==> config.mk <==
export PLATFORM = sky130hd
export DESIGN_NAME = linked_queue_pool_engine
export DESIGN_NICKNAME = d
export VERILOG_FILES = /design/src/rtl/lqp_pkg.sv /design/src/rtl/linked_queue_pool_engine.sv /design/src/rtl/lqp_datapath.sv /design/src/rtl/lqp_ctrl.sv
export SDC_FILE = /design/constraint.sdc
export NUM_CORES = 1
export LEC_CHECK = 0
export ABC_AREA = 1
export BUFFER_PORTS_ARGS = -buffer_cell sky130_fd_sc_hd__buf_2
export CAP_MARGIN = 0
export CORE_ASPECT_RATIO = 0.75
export CORE_MARGIN = 1.5
export CORE_UTILIZATION = 28
export DETAILED_ROUTE_END_ITERATION = 8
export PLACE_DENSITY_LB_ADDON = 0.05
export SLEW_MARGIN = 15
export SYNTH_ARGS = -nofsm -noshare
export SYNTH_HDL_FRONTEND = slang
export SYNTH_SLANG_ARGS = --single-unit
export TNS_END_PERCENT = 10
==> constraint.sdc <==
create_clock -name clk -period 8.6 [get_ports clk]
set_clock_uncertainty 0.2 [all_clocks]
set_input_delay 0.86 -clock clk [delete_from_list [all_inputs] [get_ports clk]]
set_output_delay 0.86 -clock clk [all_outputs]
set_load 0.005 [all_outputs]
==> src/rtl/lqp_pkg.sv <==
// ---------------------------------------------------------------------------
// lqp_pkg
// Shared types and codes for the linked queue pool engine: request and
// result items, command codes, controller states and datapath operations.
// ---------------------------------------------------------------------------
`default_nettype none

package lqp_pkg;

	localparam int CMD_W  = 2;
	localparam int CORE_W = 2;
	localparam int NODE_W = 4;

	typedef enum logic [CMD_W-1:0] {
		CMD_POP    = 2'd0,
		CMD_PUSH   = 2'd1,
		CMD_REMOVE = 2'd2,
		CMD_NOP    = 2'd3
	} lqp_cmd_t;

	typedef struct packed {
		lqp_cmd_t            command;
		logic [CORE_W-1:0]   core_index;
		logic                queue_select;
		logic [NODE_W-1:0]   node_id;
	} lqp_req_t;

	typedef struct packed {
		logic [NODE_W-1:0]   node_out;
		logic                status;
	} lqp_res_t;

	typedef enum logic [3:0] {
		ST_INIT,
		ST_IDLE,
		ST_DISPATCH,
		ST_POP_RD,
		ST_POP_WR,
		ST_PUSH_TAIL,
		ST_PUSH_FIN,
		ST_WALK,
		ST_WALK_ADV,
		ST_UNLINK,
		ST_UNLINK_FIN,
		ST_OK,
		ST_FAIL
	} lqp_state_t;

	typedef enum logic [3:0] {
		OP_NOP,
		OP_CLR,
		OP_LOAD,
		OP_RD_CUR,
		OP_POP_FIN,
		OP_PUSH_TAIL,
		OP_PUSH_FIN,
		OP_ADV,
		OP_UNLINK,
		OP_UNLINK_FIN,
		OP_DONE_OK,
		OP_DONE_FAIL
	} lqp_op_t;

	// datapath flags seen by the controller
	typedef struct packed {
		lqp_cmd_t  cmd;
		logic      core_bad;
		logic      node_bad;
		logic      cur_null;
		logic      cur_match;
		logic      steps_done;
		logic      clr_last;
	} lqp_stat_t;

endpackage

`default_nettype wire

==> src/rtl/linked_queue_pool_engine.sv <==
// ---------------------------------------------------------------------------
// linked_queue_pool_engine
// Per-core node pools threaded into a free queue and a work queue through a
// shared next-link memory. Pop, push-to-tail and remove-by-walk.
//
//   channel   ports                    handshake
//   request   start, busy, request     taken when start && !busy
//   result    done, result             one-cycle strobe, no backpressure
//
// Pop reads the head's link and then unlinks the head; push links the node
// behind the tail and then ends it; remove walks from the head until it meets
// the node, runs off the end or has followed NODES links; a refused request
// fails and an unknown one succeeds, neither touching the queues. The walk
// is bound by the single read port of the link memory (read, then advance).
// After reset busy stays high while the link memory is swept into its
// initial chains.
// The result strobe shows while the engine is already idle, so a new item
// may be started in that same cycle.
// ---------------------------------------------------------------------------
`default_nettype none

module linked_queue_pool_engine #(
	parameter int NODES = 16,
	parameter int CORES = 4
) (
	input  wire logic              clk,
	input  wire logic              arst_n,
	input  wire logic              start,
	output logic                   busy,
	input  wire lqp_pkg::lqp_req_t request,
	output logic                   done,
	output lqp_pkg::lqp_res_t      result
);
	import lqp_pkg::*;

	lqp_op_t   op;
	lqp_stat_t stat;

	lqp_ctrl u_ctrl (
		.clk    (clk),
		.arst_n (arst_n),
		.start  (start),
		.stat   (stat),
		.op     (op),
		.busy   (busy)
	);

	lqp_datapath #(
		.NODES (NODES),
		.CORES (CORES)
	) u_dp (
		.clk    (clk),
		.arst_n (arst_n),
		.op     (op),
		.req    (request),
		.stat   (stat),
		.done   (done),
		.result (result)
	);

endmodule

`default_nettype wire

==> src/rtl/lqp_datapath.sv <==
// ---------------------------------------------------------------------------
// lqp_datapath
// Queue head/tail registers, the shared next-link memory, the walk registers
// and the result register. Performs one operation per cycle as commanded.
// ---------------------------------------------------------------------------
`default_nettype none

module lqp_datapath #(
	parameter int NODES = 16,
	parameter int CORES = 4
) (
	input  wire logic             clk,
	input  wire logic             arst_n,
	input  wire lqp_pkg::lqp_op_t  op,
	input  wire lqp_pkg::lqp_req_t req,
	output lqp_pkg::lqp_stat_t     stat,
	output logic                   done,
	output lqp_pkg::lqp_res_t      result
);
	import lqp_pkg::*;

	localparam int QSLOTS = CORES * 2;
	localparam int LSLOTS = CORES * NODES;
	localparam int LW     = $clog2(NODES + 1);
	localparam int AW     = $clog2(LSLOTS);
	localparam int QW     = $clog2(QSLOTS);
	localparam logic [LW-1:0] LNULL     = LW'(NODES);
	localparam logic [LW-1:0] LAST_NODE = LW'(NODES - 1);
	localparam logic [AW-1:0] LAST_ADDR = AW'(LSLOTS - 1);

	logic [LW-1:0] head_q [QSLOTS];
	logic [LW-1:0] tail_q [QSLOTS];
	logic [LW-1:0] link_mem [LSLOTS];

	lqp_cmd_t      cmd_q;
	logic          core_bad_q;
	logic          node_bad_q;
	logic [QW-1:0] q_q;
	logic [AW-1:0] base_q;
	logic [LW-1:0] node_q;
	logic [NODE_W-1:0] nout_q;
	logic [LW-1:0] cur_q;
	logic [LW-1:0] prev_q;
	logic [LW-1:0] steps_q;
	logic [LW-1:0] rdata_q;
	logic [AW-1:0] clr_addr_q;
	logic [LW-1:0] clr_node_q;
	logic          done_q;
	lqp_res_t      res_q;

	logic [QW-1:0] req_q_idx;
	logic          req_core_bad;
	logic          tail_null;
	logic          prev_null;
	logic          mem_we;
	logic          mem_re;
	logic [AW-1:0] mem_wa;
	logic [AW-1:0] mem_ra;
	logic [LW-1:0] mem_wd;

	assign req_q_idx    = QW'({req.core_index, req.queue_select});
	assign req_core_bad = 32'(req.core_index) >= CORES;
	assign tail_null    = tail_q[q_q] >= LNULL;
	assign prev_null    = prev_q >= LNULL;

	// write/read port selection
	always_comb begin
		mem_we = 1'b0;
		mem_re = 1'b0;
		mem_wa = clr_addr_q;
		mem_wd = LNULL;
		mem_ra = base_q + AW'(cur_q);
		case (op)
			OP_CLR: begin
				mem_we = 1'b1;
				mem_wd = (clr_node_q == LAST_NODE) ? LNULL : clr_node_q + LW'(1);
			end
			OP_RD_CUR: begin
				mem_re = 1'b1;
			end
			OP_POP_FIN, OP_UNLINK_FIN: begin
				mem_we = 1'b1;
				mem_wa = base_q + AW'(cur_q);
			end
			OP_PUSH_TAIL: begin
				mem_we = !tail_null;
				mem_wa = base_q + AW'(tail_q[q_q]);
				mem_wd = node_q;
			end
			OP_PUSH_FIN: begin
				mem_we = 1'b1;
				mem_wa = base_q + AW'(node_q);
			end
			OP_UNLINK: begin
				mem_we = !prev_null;
				mem_wa = base_q + AW'(prev_q);
				mem_wd = rdata_q;
			end
			default: begin
			end
		endcase
	end

	always_ff @(posedge clk) begin
		if (mem_we) begin
			link_mem[mem_wa] <= mem_wd;
		end
		if (mem_re) begin
			rdata_q <= link_mem[mem_ra];
		end
	end

	// queue heads and tails
	always_ff @(posedge clk or negedge arst_n) begin
		if (!arst_n) begin
			for (int i = 0; i < QSLOTS; i++) begin
				head_q[i] <= (i % 2 == 0) ? '0 : LNULL;
				tail_q[i] <= (i % 2 == 0) ? LAST_NODE : LNULL;
			end
		end else begin
			case (op)
				OP_POP_FIN: begin
					head_q[q_q] <= rdata_q;
					if (rdata_q >= LNULL) begin
						tail_q[q_q] <= LNULL;
					end
				end
				OP_PUSH_TAIL: begin
					if (tail_null) begin
						head_q[q_q] <= node_q;
					end
				end
				OP_PUSH_FIN: begin
					tail_q[q_q] <= node_q;
				end
				OP_UNLINK: begin
					if (prev_null) begin
						head_q[q_q] <= rdata_q;
					end
					if (tail_q[q_q] == cur_q) begin
						tail_q[q_q] <= prev_q;
					end
				end
				default: begin
				end
			endcase
		end
	end

	// link store initialization sweep and result strobe
	always_ff @(posedge clk or negedge arst_n) begin
		if (!arst_n) begin
			clr_addr_q <= '0;
			clr_node_q <= '0;
			done_q     <= 1'b0;
		end else begin
			done_q <= (op == OP_DONE_OK) || (op == OP_DONE_FAIL);
			if (op == OP_CLR) begin
				clr_addr_q <= clr_addr_q + AW'(1);
				clr_node_q <= (clr_node_q == LAST_NODE) ? '0 : clr_node_q + LW'(1);
			end
		end
	end

	// per-item working registers
	always_ff @(posedge clk) begin
		case (op)
			OP_LOAD: begin
				cmd_q      <= req.command;
				core_bad_q <= req_core_bad;
				node_bad_q <= 32'(req.node_id) >= NODES;
				q_q        <= req_q_idx;
				base_q     <= AW'(32'(req.core_index) * NODES);
				node_q     <= LW'(req.node_id);
				nout_q     <= req.node_id;
				cur_q      <= req_core_bad ? LNULL : head_q[req_q_idx];
				prev_q     <= LNULL;
				steps_q    <= '0;
			end
			OP_ADV: begin
				prev_q  <= cur_q;
				cur_q   <= rdata_q;
				steps_q <= steps_q + LW'(1);
			end
			OP_POP_FIN: begin
				nout_q <= NODE_W'(cur_q);
			end
			OP_DONE_OK, OP_DONE_FAIL: begin
				res_q.node_out <= nout_q;
				res_q.status   <= op == OP_DONE_FAIL;
			end
			default: begin
			end
		endcase
	end

	always_comb begin
		stat.cmd        = cmd_q;
		stat.core_bad   = core_bad_q;
		stat.node_bad   = node_bad_q;
		stat.cur_null   = cur_q >= LNULL;
		stat.cur_match  = cur_q == node_q;
		stat.steps_done = steps_q == LW'(NODES);
		stat.clr_last   = clr_addr_q == LAST_ADDR;
	end

	assign done   = done_q;
	assign result = res_q;

endmodule

`default_nettype wire

==> src/rtl/lqp_ctrl.sv <==
// ---------------------------------------------------------------------------
// lqp_ctrl
// Controller: sequences the link store sweep after reset, then runs pop,
// push and remove as a series of datapath operations.
// ---------------------------------------------------------------------------
`default_nettype none

module lqp_ctrl (
	input  wire logic               clk,
	input  wire logic               arst_n,
	input  wire logic               start,
	input  wire lqp_pkg::lqp_stat_t stat,
	output lqp_pkg::lqp_op_t        op,
	output logic                    busy
);
	import lqp_pkg::*;

	lqp_state_t state_q;
	lqp_state_t state_nxt;

	always_ff @(posedge clk or negedge arst_n) begin
		if (!arst_n) begin
			state_q <= ST_INIT;
		end else begin
			state_q <= state_nxt;
		end
	end

	always_comb begin
		state_nxt = state_q;
		case (state_q)
			ST_INIT: begin
				if (stat.clr_last) state_nxt = ST_IDLE;
			end
			ST_IDLE: begin
				if (start) state_nxt = ST_DISPATCH;
			end
			ST_DISPATCH: begin
				if (stat.core_bad) begin
					state_nxt = ST_FAIL;
				end else begin
					case (stat.cmd)
						CMD_POP:    state_nxt = stat.cur_null ? ST_FAIL : ST_POP_RD;
						CMD_PUSH:   state_nxt = stat.node_bad ? ST_FAIL : ST_PUSH_TAIL;
						CMD_REMOVE: state_nxt = stat.node_bad ? ST_FAIL : ST_WALK;
						default:    state_nxt = ST_OK;
					endcase
				end
			end
			ST_POP_RD:     state_nxt = ST_POP_WR;
			ST_POP_WR:     state_nxt = ST_OK;
			ST_PUSH_TAIL:  state_nxt = ST_PUSH_FIN;
			ST_PUSH_FIN:   state_nxt = ST_OK;
			ST_WALK: begin
				if (stat.cur_null || stat.steps_done) begin
					state_nxt = ST_FAIL;
				end else if (stat.cur_match) begin
					state_nxt = ST_UNLINK;
				end else begin
					state_nxt = ST_WALK_ADV;
				end
			end
			ST_WALK_ADV:   state_nxt = ST_WALK;
			ST_UNLINK:     state_nxt = ST_UNLINK_FIN;
			ST_UNLINK_FIN: state_nxt = ST_OK;
			ST_OK:         state_nxt = ST_IDLE;
			ST_FAIL:       state_nxt = ST_IDLE;
			default:       state_nxt = ST_INIT;
		endcase
	end

	always_comb begin
		op   = OP_NOP;
		busy = state_q != ST_IDLE;
		case (state_q)
			ST_INIT:       op = OP_CLR;
			ST_IDLE:       op = start ? OP_LOAD : OP_NOP;
			ST_POP_RD:     op = OP_RD_CUR;
			ST_POP_WR:     op = OP_POP_FIN;
			ST_PUSH_TAIL:  op = OP_PUSH_TAIL;
			ST_PUSH_FIN:   op = OP_PUSH_FIN;
			ST_WALK: begin
				// fetch the link of the current node: the next hop, or the
				// successor to splice in when this is the node
				if (!stat.cur_null && !stat.steps_done) op = OP_RD_CUR;
			end
			ST_WALK_ADV:   op = OP_ADV;
			ST_UNLINK:     op = OP_UNLINK;
			ST_UNLINK_FIN: op = OP_UNLINK_FIN;
			ST_OK:         op = OP_DONE_OK;
			ST_FAIL:       op = OP_DONE_FAIL;
			default:       op = OP_NOP;
		endcase
	end

endmodule

`default_nettype wire

==> results of run 1 <==
==> kinds of logic after synthesis <==
| kind of cell | after synthesis |
|---|---|
| and+or+nand+nor | 858 |
| buffers and inverters | 237 |
| xor gates and xnor gates | 15 |
| DFF | 454 |
| AOI/OAI and AO/OA | 510 |
| adders and majority gates | 10 |
==> sequential cells by signal, indices dropped and copies added, names as in the netlist, 6 cells and up <==
register	cells
u_dp.link_mem	320
u_dp.head_q	40
u_dp.tail_q	40
u_dp.clr_addr_q	6
==> cells in the final DEF, fill, tap and decap left out, drive strengths merged, types with 10 or more instances in the layout <==
cell,Yosys,routed
o22ai,93,93
inv,125,126
xor2,10,10
nand2,425,425
buf,28,40
dfrtp,72,72
clkbuf,80,60
nand3,107,107
o211ai,15,15
edfxtp,358,358
ha,10,10
o21ai,297,297
dfstp,24,24
nor2,308,308
a21oi,62,62
clkinv,4,26
==> layout make-up <==
| type | count | area [µm²] |
|---|---|---|
| fillers | 7526 | 49940 |
| clock inverters | 32 | 379.1 |
| inverters | 129 | 493.0 |
| repair buffers | 40 | 270.3 |
| well taps | 968 | 1211 |
| multi-input cells | 1393 | 6721 |
| flip-flops and latches | 454 | 13180 |
| clock buffers | 60 | 1299 |
==> power by group <==
part	leakage, nW	switching, mW	internal [mW]
clock network	0.827	0.917	1.32
logic	3.43	2.24	0.629
registers	4.46	0.165	3.02
==> cell usage after synthesis (4+ instances only) <==
cell / number
a21oi_1: 61
a22oi_1: 9
buf_1: 5
buf_2: 21
clkbuf_1: 80
dfrtp_1: 72
dfstp_2: 24
edfxtp_1: 358
ha_1: 10
inv_1: 112
inv_2: 13
nand2_1: 417
nand2_2: 5
nand3_1: 99
nand3_2: 5
nand4_1: 4
nor2_1: 297
nor2_2: 9
nor3_1: 5
o211ai_1: 14
o21ai_0: 294
o21bai_1: 8
o221ai_1: 5
o22ai_1: 93
o2bb2ai_1: 8
o311ai_0: 5
xnor2_1: 4
xor2_1: 10
==> per-stage QoR <==
stage,instance area [µm²],power [mW],util (%),setup WS (ns),hold WS (ns)
4_1_cts,23560,8.401,32.05,4.244,0.09236
5_1_grt,23560,8.791,32.05,3.831,0.1243
6_report,23560,8.294,32.05,4.208,0.09365
3_3_place_gp,21880,6.189,29.77,4.276,0.2179
3_5_place_dp,21880,6.128,29.77,4.277,0.2045
2_1_floorplan,20820,4.928,-,4.703,0.2003
==> path summary, 6_finish.rpt <==
kind | startpoint | endpoint | slack (ns)
max in group asynchronous | arst_n | u_dp.clr_addr_q[5]$_DFFE_PN0P_ | 6.94
min in group clk | u_dp.nout_q[0]$_DFFE_PP_ | u_dp.result[1]$_DFFE_PP_ | 0.25
max reg2reg | u_dp.q_q[0]$_DFFE_PP_ | u_dp.link_mem[39][1]$_DFFE_PP_ | 4.21
min reg2reg | u_dp.nout_q[0]$_DFFE_PP_ | u_dp.result[1]$_DFFE_PP_ | 0.25
max | u_dp.q_q[0]$_DFFE_PP_ | u_dp.link_mem[39][1]$_DFFE_PP_ | 4.21
min | arst_n | u_dp.head_q[13]$_DFFE_PN0P_ | 0.09
==> per-layer routing <==
layer / wire [µm] / vias up / part of all wire [%] / track usage [%]
met2: 27290 / 392 / 40 / 24.97
met4: 1101 / 0 / 1.6 / 3.773
met3: 3817 / 83 / 5.6 / 2.897
met5: 0 / - / 0 / 0
met1: 35370 / 7617 / 52 / 28.13
li1: - / 7237 / - / -
==> run metrics, run 1 <==
result of the run finished clean; largest family of logic cells by synthesized area simple AND/OR/NAND/NOR gates; largest delay contributor family on the critical path simple AND/OR/NAND/NOR gates; count of input and output buffers 18; category of the most critical setup path reg -> reg; total congestion overflow after global routing 0; hold buffer count at cts 0; total instance count after detailed placement 2984; worst voltage drop across the vdd grid 0.1996 mV; share of synthesized flip-flops with an asynchronous set or reset 21.15%; antenna diode count 0; maximum level of the CTS H-tree 2; last weighted congestion value of the routability-driven placer 0.8232; crit-path max cell delay 0.95 ns; Worst Path Arrival 4.41 ns; worst path required time 8.62 ns; Top cell by count, worst path nand2_1; std cell rows 86; Netlist cell types 51; boundary pin count 19; FF-to-FF path depth 14; number of enable flip-flop cells after synthesis 358; clock slew at reported path FFs 0.06 ns; count of buffer and inverter cells on the critical path 1; cts bufs inserted 50; Post-Syn Instances 2084; Clk Latency, worst-skew pair 0.61 ns; Crit path depth 14; multiplexer fraction of the synthesized cell area 0%; power density of the placed cells 352.1 mW/mm²; CTS tree built; clock buffer depth 3; flip-flop and latch count after synthesis 454; slowest cell on the critical path edfxtp_1; detailed-route via count 15329; sequential element share of the synthesized area 63.33%; post-detailed-route count of antenna-violating nets 0; Max Slew Vio Count 0; Final #Nets 2090; Hold WC Path Type in -> async; startpoint type of the worst setup path flop; worst max-slew margin expressed relative to the limit 23.52%; Synth warnings 0; number of hold violations in the final report 0; leakage power of the design 8.718 nW; DRC 0; Final min period 4.392 ns; transition time at the pin with the least slew margin 1.143 ns; drt pass-1 iters 5; antenna violations before repair 1; RSZ-0062 raised after global routing no; count of clock tree sinks 454; part of the cycle the worst path needs 51.07%; Synth Cell Area 0.02082 mm²; maximum fanout count along the critical path 32; Post-Synth Simple-Gate Area 17.24%; share of cells above drive strength 1 9.250%; vias in the first global route 15234; number of DRC violations after detailed-routing iteration 0 1426; count of endpoints failing setup in the final report 0; wire length of the first global-routing pass 101600 µm; final non-filler cell total 3076; area share of the leading cell type in the synthesized netlist 51.64%; maxcap violations 0; Die Wd 317.8 µm; ys flop type edfxtp_1; most area-consuming cells after synthesis edfxtp_1 (52%), dfrtp_1 (8.7%), nand2_1 (7.5%), o21ai_0 (7.1%), nor2_1 (5.4%); largest net degree at the start of global routing 163; WL final 67580 µm; number of cells upsized or downsized after cts 0; library cell occupying the most area in the post-synthesis netlist edfxtp_1; Avg Inst Size Synth 9.989 µm²; die extent in y 239.1 µm; cell-by-cell trace of the critical path inv_1, nand2_1, nand2_1, nand2_1, nand2_1, nand2_1, nand2_1, a21oi_1, ha_1, a21oi_1, o211ai_2, nor2_1, nand3_2, nor2_1; share of synthesized cell area in full adder, half adder and majority cells 0.6011%; buffer cell driving the clock tree root clkbuf_16; initial core utilization 28.32%; core box area 0.07349 mm²; achievable frequency 227.7 MHz; Tot GR Track Use 17.78%; number of vias per cell 4.983; compound-cell area share of the yosys netlist 13.70%; per-cell routed wire length 21.97 µm; estimated wirelength of the detail-placed design 42500 µm; aggregate negative setup slack 0 ns; XOR/XNOR share of the synthesized area 0.6672%; total nets after synthesis 2106; die area 0.07601 mm²; total setup buffers inserted after CTS 0; Area growth, synth to finish 13.16%; Worst setup EP type flop
Note: power is estimated with default switching activity, not from simulation.
==> run 2: changes to the inputs <==
==> constraint.sdc (replaced) <==
create_clock -name clk -period 3.8 [get_ports clk]
set_clock_uncertainty 0.2 [all_clocks]
set_input_delay 0.38 -clock clk [delete_from_list [all_inputs] [get_ports clk]]
set_output_delay 0.38 -clock clk [all_outputs]
set_load 0.005 [all_outputs]
==> run metrics, run 2 (same netlist as run 1, synthesis figures left out) <==
category of the most critical setup path reg -> reg; number of vias per cell 4.948 (-0.71%); Worst Path Arrival 3.55 ns (-0.86 ns); number of DRC violations after detailed-routing iteration 0 1304 (-8.6%); RSZ-0062 raised after global routing no; DRC 0 (unchanged); transition time at the pin with the least slew margin 0.9439 ns (-0.1990 ns); std cell rows 86 (unchanged); FF-to-FF path depth 10 (-4); critical path capture point u_dp.link_mem[6][0]$_DFFE_PP_; largest net degree at the start of global routing 84 (-48%); boundary pin count 19 (unchanged); Hold WC Path Type in -> reg; maximum fanout count along the critical path 10 (-69%); total instance count after detailed placement 3055 (+2.4%); area post-placement 0.02265 mm² (+3.5%); cell-by-cell trace of the critical path ha_1, xnor2_2, inv_1, a22oi_1, o21ai_0, nor2_1, inv_1, nor2_1, nand2_1, nor2_1; clock buffer depth 3 (unchanged); leakage power of the design 9.282 nW (+6.5%); buffer cell driving the clock tree root clkbuf_16; maxcap violations 0 (unchanged); result of the run finished clean; die extent in y 239.1 µm (unchanged); startpoint type of the worst setup path flop; number of flip-flops under the largest register name 320 (unchanged); per-cell routed wire length 21.89 µm (-0.35%); core box area 0.07349 mm² (unchanged); antenna diode count 0 (unchanged); part of the cycle the worst path needs 91.77% (+41 points); cts bufs inserted 52 (+4.0%); share of cells above drive strength 1 12.68% (+3.4 points); number of hold violations in the final report 0 (unchanged); critical register-to-register path endpoint u_dp.link_mem[6][0]$_DFFE_PP_; post-detailed-route count of antenna-violating nets 0 (unchanged); final-layout fill cell count 7503 (-0.31%); worst setup slack for register-to-register paths 0.31 ns (-3.89 ns); vias in the first global route 15462 (+1.5%); critical path startpoint u_dp.q_q[1]$_DFFE_PP_; registers with the most flip-flops u_dp.link_mem: 320 flops, u_dp.head_q: 40 flops, u_dp.tail_q: 40 flops; Largest Register u_dp.link_mem; Tot GR Track Use 18.18% (+0.41 points); power density of the placed cells 805.9 mW/mm² (+130%); crit-path max cell delay 0.56 ns (-0.39 ns); most common library cell in the layout ignoring fill and taps nand2_1; total setup buffers inserted after CTS 0 (unchanged); detailed-route via count 15641 (+2.0%); initial core utilization 28.32% (unchanged); count of clock tree sinks 454 (unchanged); final non-filler cell total 3161 (+2.8%); count of input and output buffers 18 (unchanged); most frequent cells in the layout nand2_1 (417), edfxtp_1 (358), nor2_1 (297); RR Startpoint u_dp.q_q[1]$_DFFE_PP_; Final Instance Area 0.02460 mm² (+4.4%); worst max-slew margin expressed relative to the limit 36.80% (+13 points); Top cell by count, worst path nor2_1; slowest cell on the critical path edfxtp_1; Die Wd 317.8 µm (unchanged); drt pass-1 iters 5 (unchanged); Area growth, synth to finish 18.16%; Worst setup EP type flop; Max Slew Vio Count 0 (unchanged); worst voltage drop across the vdd grid 0.4658 mV (+130%); Clk Latency, worst-skew pair 0.62 ns (about the same); last weighted congestion value of the routability-driven placer 0.8368 (+1.7%); aggregate negative setup slack 0 ns (unchanged); antenna violations before repair 0 (-1); achievable frequency 286.8 MHz (+26%); estimated wirelength of the detail-placed design 45740 µm (+7.6%); die area 0.07601 mm² (unchanged); Final #Nets 2172 (+3.9%); CTS tree built; count of endpoints failing setup in the final report 0 (unchanged); WL final 69210 µm (+2.4%); clock slew at reported path FFs 0.07 ns (about the same); worst path required time 3.86 ns (-4.76 ns); total congestion overflow after global routing 0 (unchanged); total power 19.82 mW (+140%); wire length of the first global-routing pass 103700 µm (+2.0%); maximum level of the CTS H-tree 2 (unchanged); final core occ 33.47% (+1.4 points); Final min period 3.487 ns (-0.9053 ns)
[run 2: final cells by class]
type                    instances  area [µm²]  area share [%]
clock inverters                34       432.9           1.760
inverters                     129       493.0           2.004
well taps                     968        1211           4.924
flip-flops and latches        454       13180           53.59
repair buffers                120        1131           4.598
multi-input cells            1393        6721           27.33
clock buffers                  63        1425           5.794
[run 2: worst min path at each step]
stage / from / end / slack [ns] / cells after the start
after detailed placement: u_dp.nout_q[1]$_DFFE_PP_ / u_dp.result[2]$_DFFE_PP_ / 0.21 / 0
after global routing: request[5] / u_dp.q_q[1]$_DFFE_PP_ / 0.06 / 1
after global placement: u_dp.nout_q[1]$_DFFE_PP_ / u_dp.result[2]$_DFFE_PP_ / 0.21 / 0
final: request[5] / u_dp.q_q[1]$_DFFE_PP_ / 0.07 / 1
after floorplan: arst_n / u_ctrl.state_q[0]$_DFFE_PN0P_ / -0.12 / 0
after CTS: request[5] / u_dp.q_q[1]$_DFFE_PP_ / 0.04 / 1
[run 2: power by group]
group	internal, mW	switching, mW
clock	3.29	2.19
sequential	6.82	0.379
combinational	1.92	5.22
[run 2: worst max-delay path, delay by kind of cell, from the launching register on]
kind | cells | cell delay [ns]
and+or+nand+nor | 4 | 1.12
DFF | 1 | 0.56
buffers and inverters | 2 | 0.34
xor gates and xnor gates | 1 | 0.32
AOI/OAI and AO/OA | 2 | 0.31
adders and majority gates | 1 | 0.29
[run 2: metal layers]
metal	GRT usage [%]	share of wire, %	up-vias
met5	0	0	-
met4	3.992	1.6	0
met3	2.770	5.3	72
met2	25.80	41	387
met1	28.65	53	7776
li1	-	-	7406
[run 2: timing repair]
| action | CTS | global route |
|---|---|---|
| hold endpoints to repair | 55 | 0 |
| hold buffers | 9 | 0 |
| setup endpoints to repair | 0 | 0 |
| gates resized for setup | 0 | 0 |
[run 2: stage by stage]
step                      hold WS [ns]  setup slack (ns)
after floorplan                -0.1156            0.3777
after global placement          0.2137            0.3265
after CTS                      0.03867            0.2766
final                          0.07297            0.3129
after global routing           0.06081           0.01525
after detailed placement        0.2116            0.3102
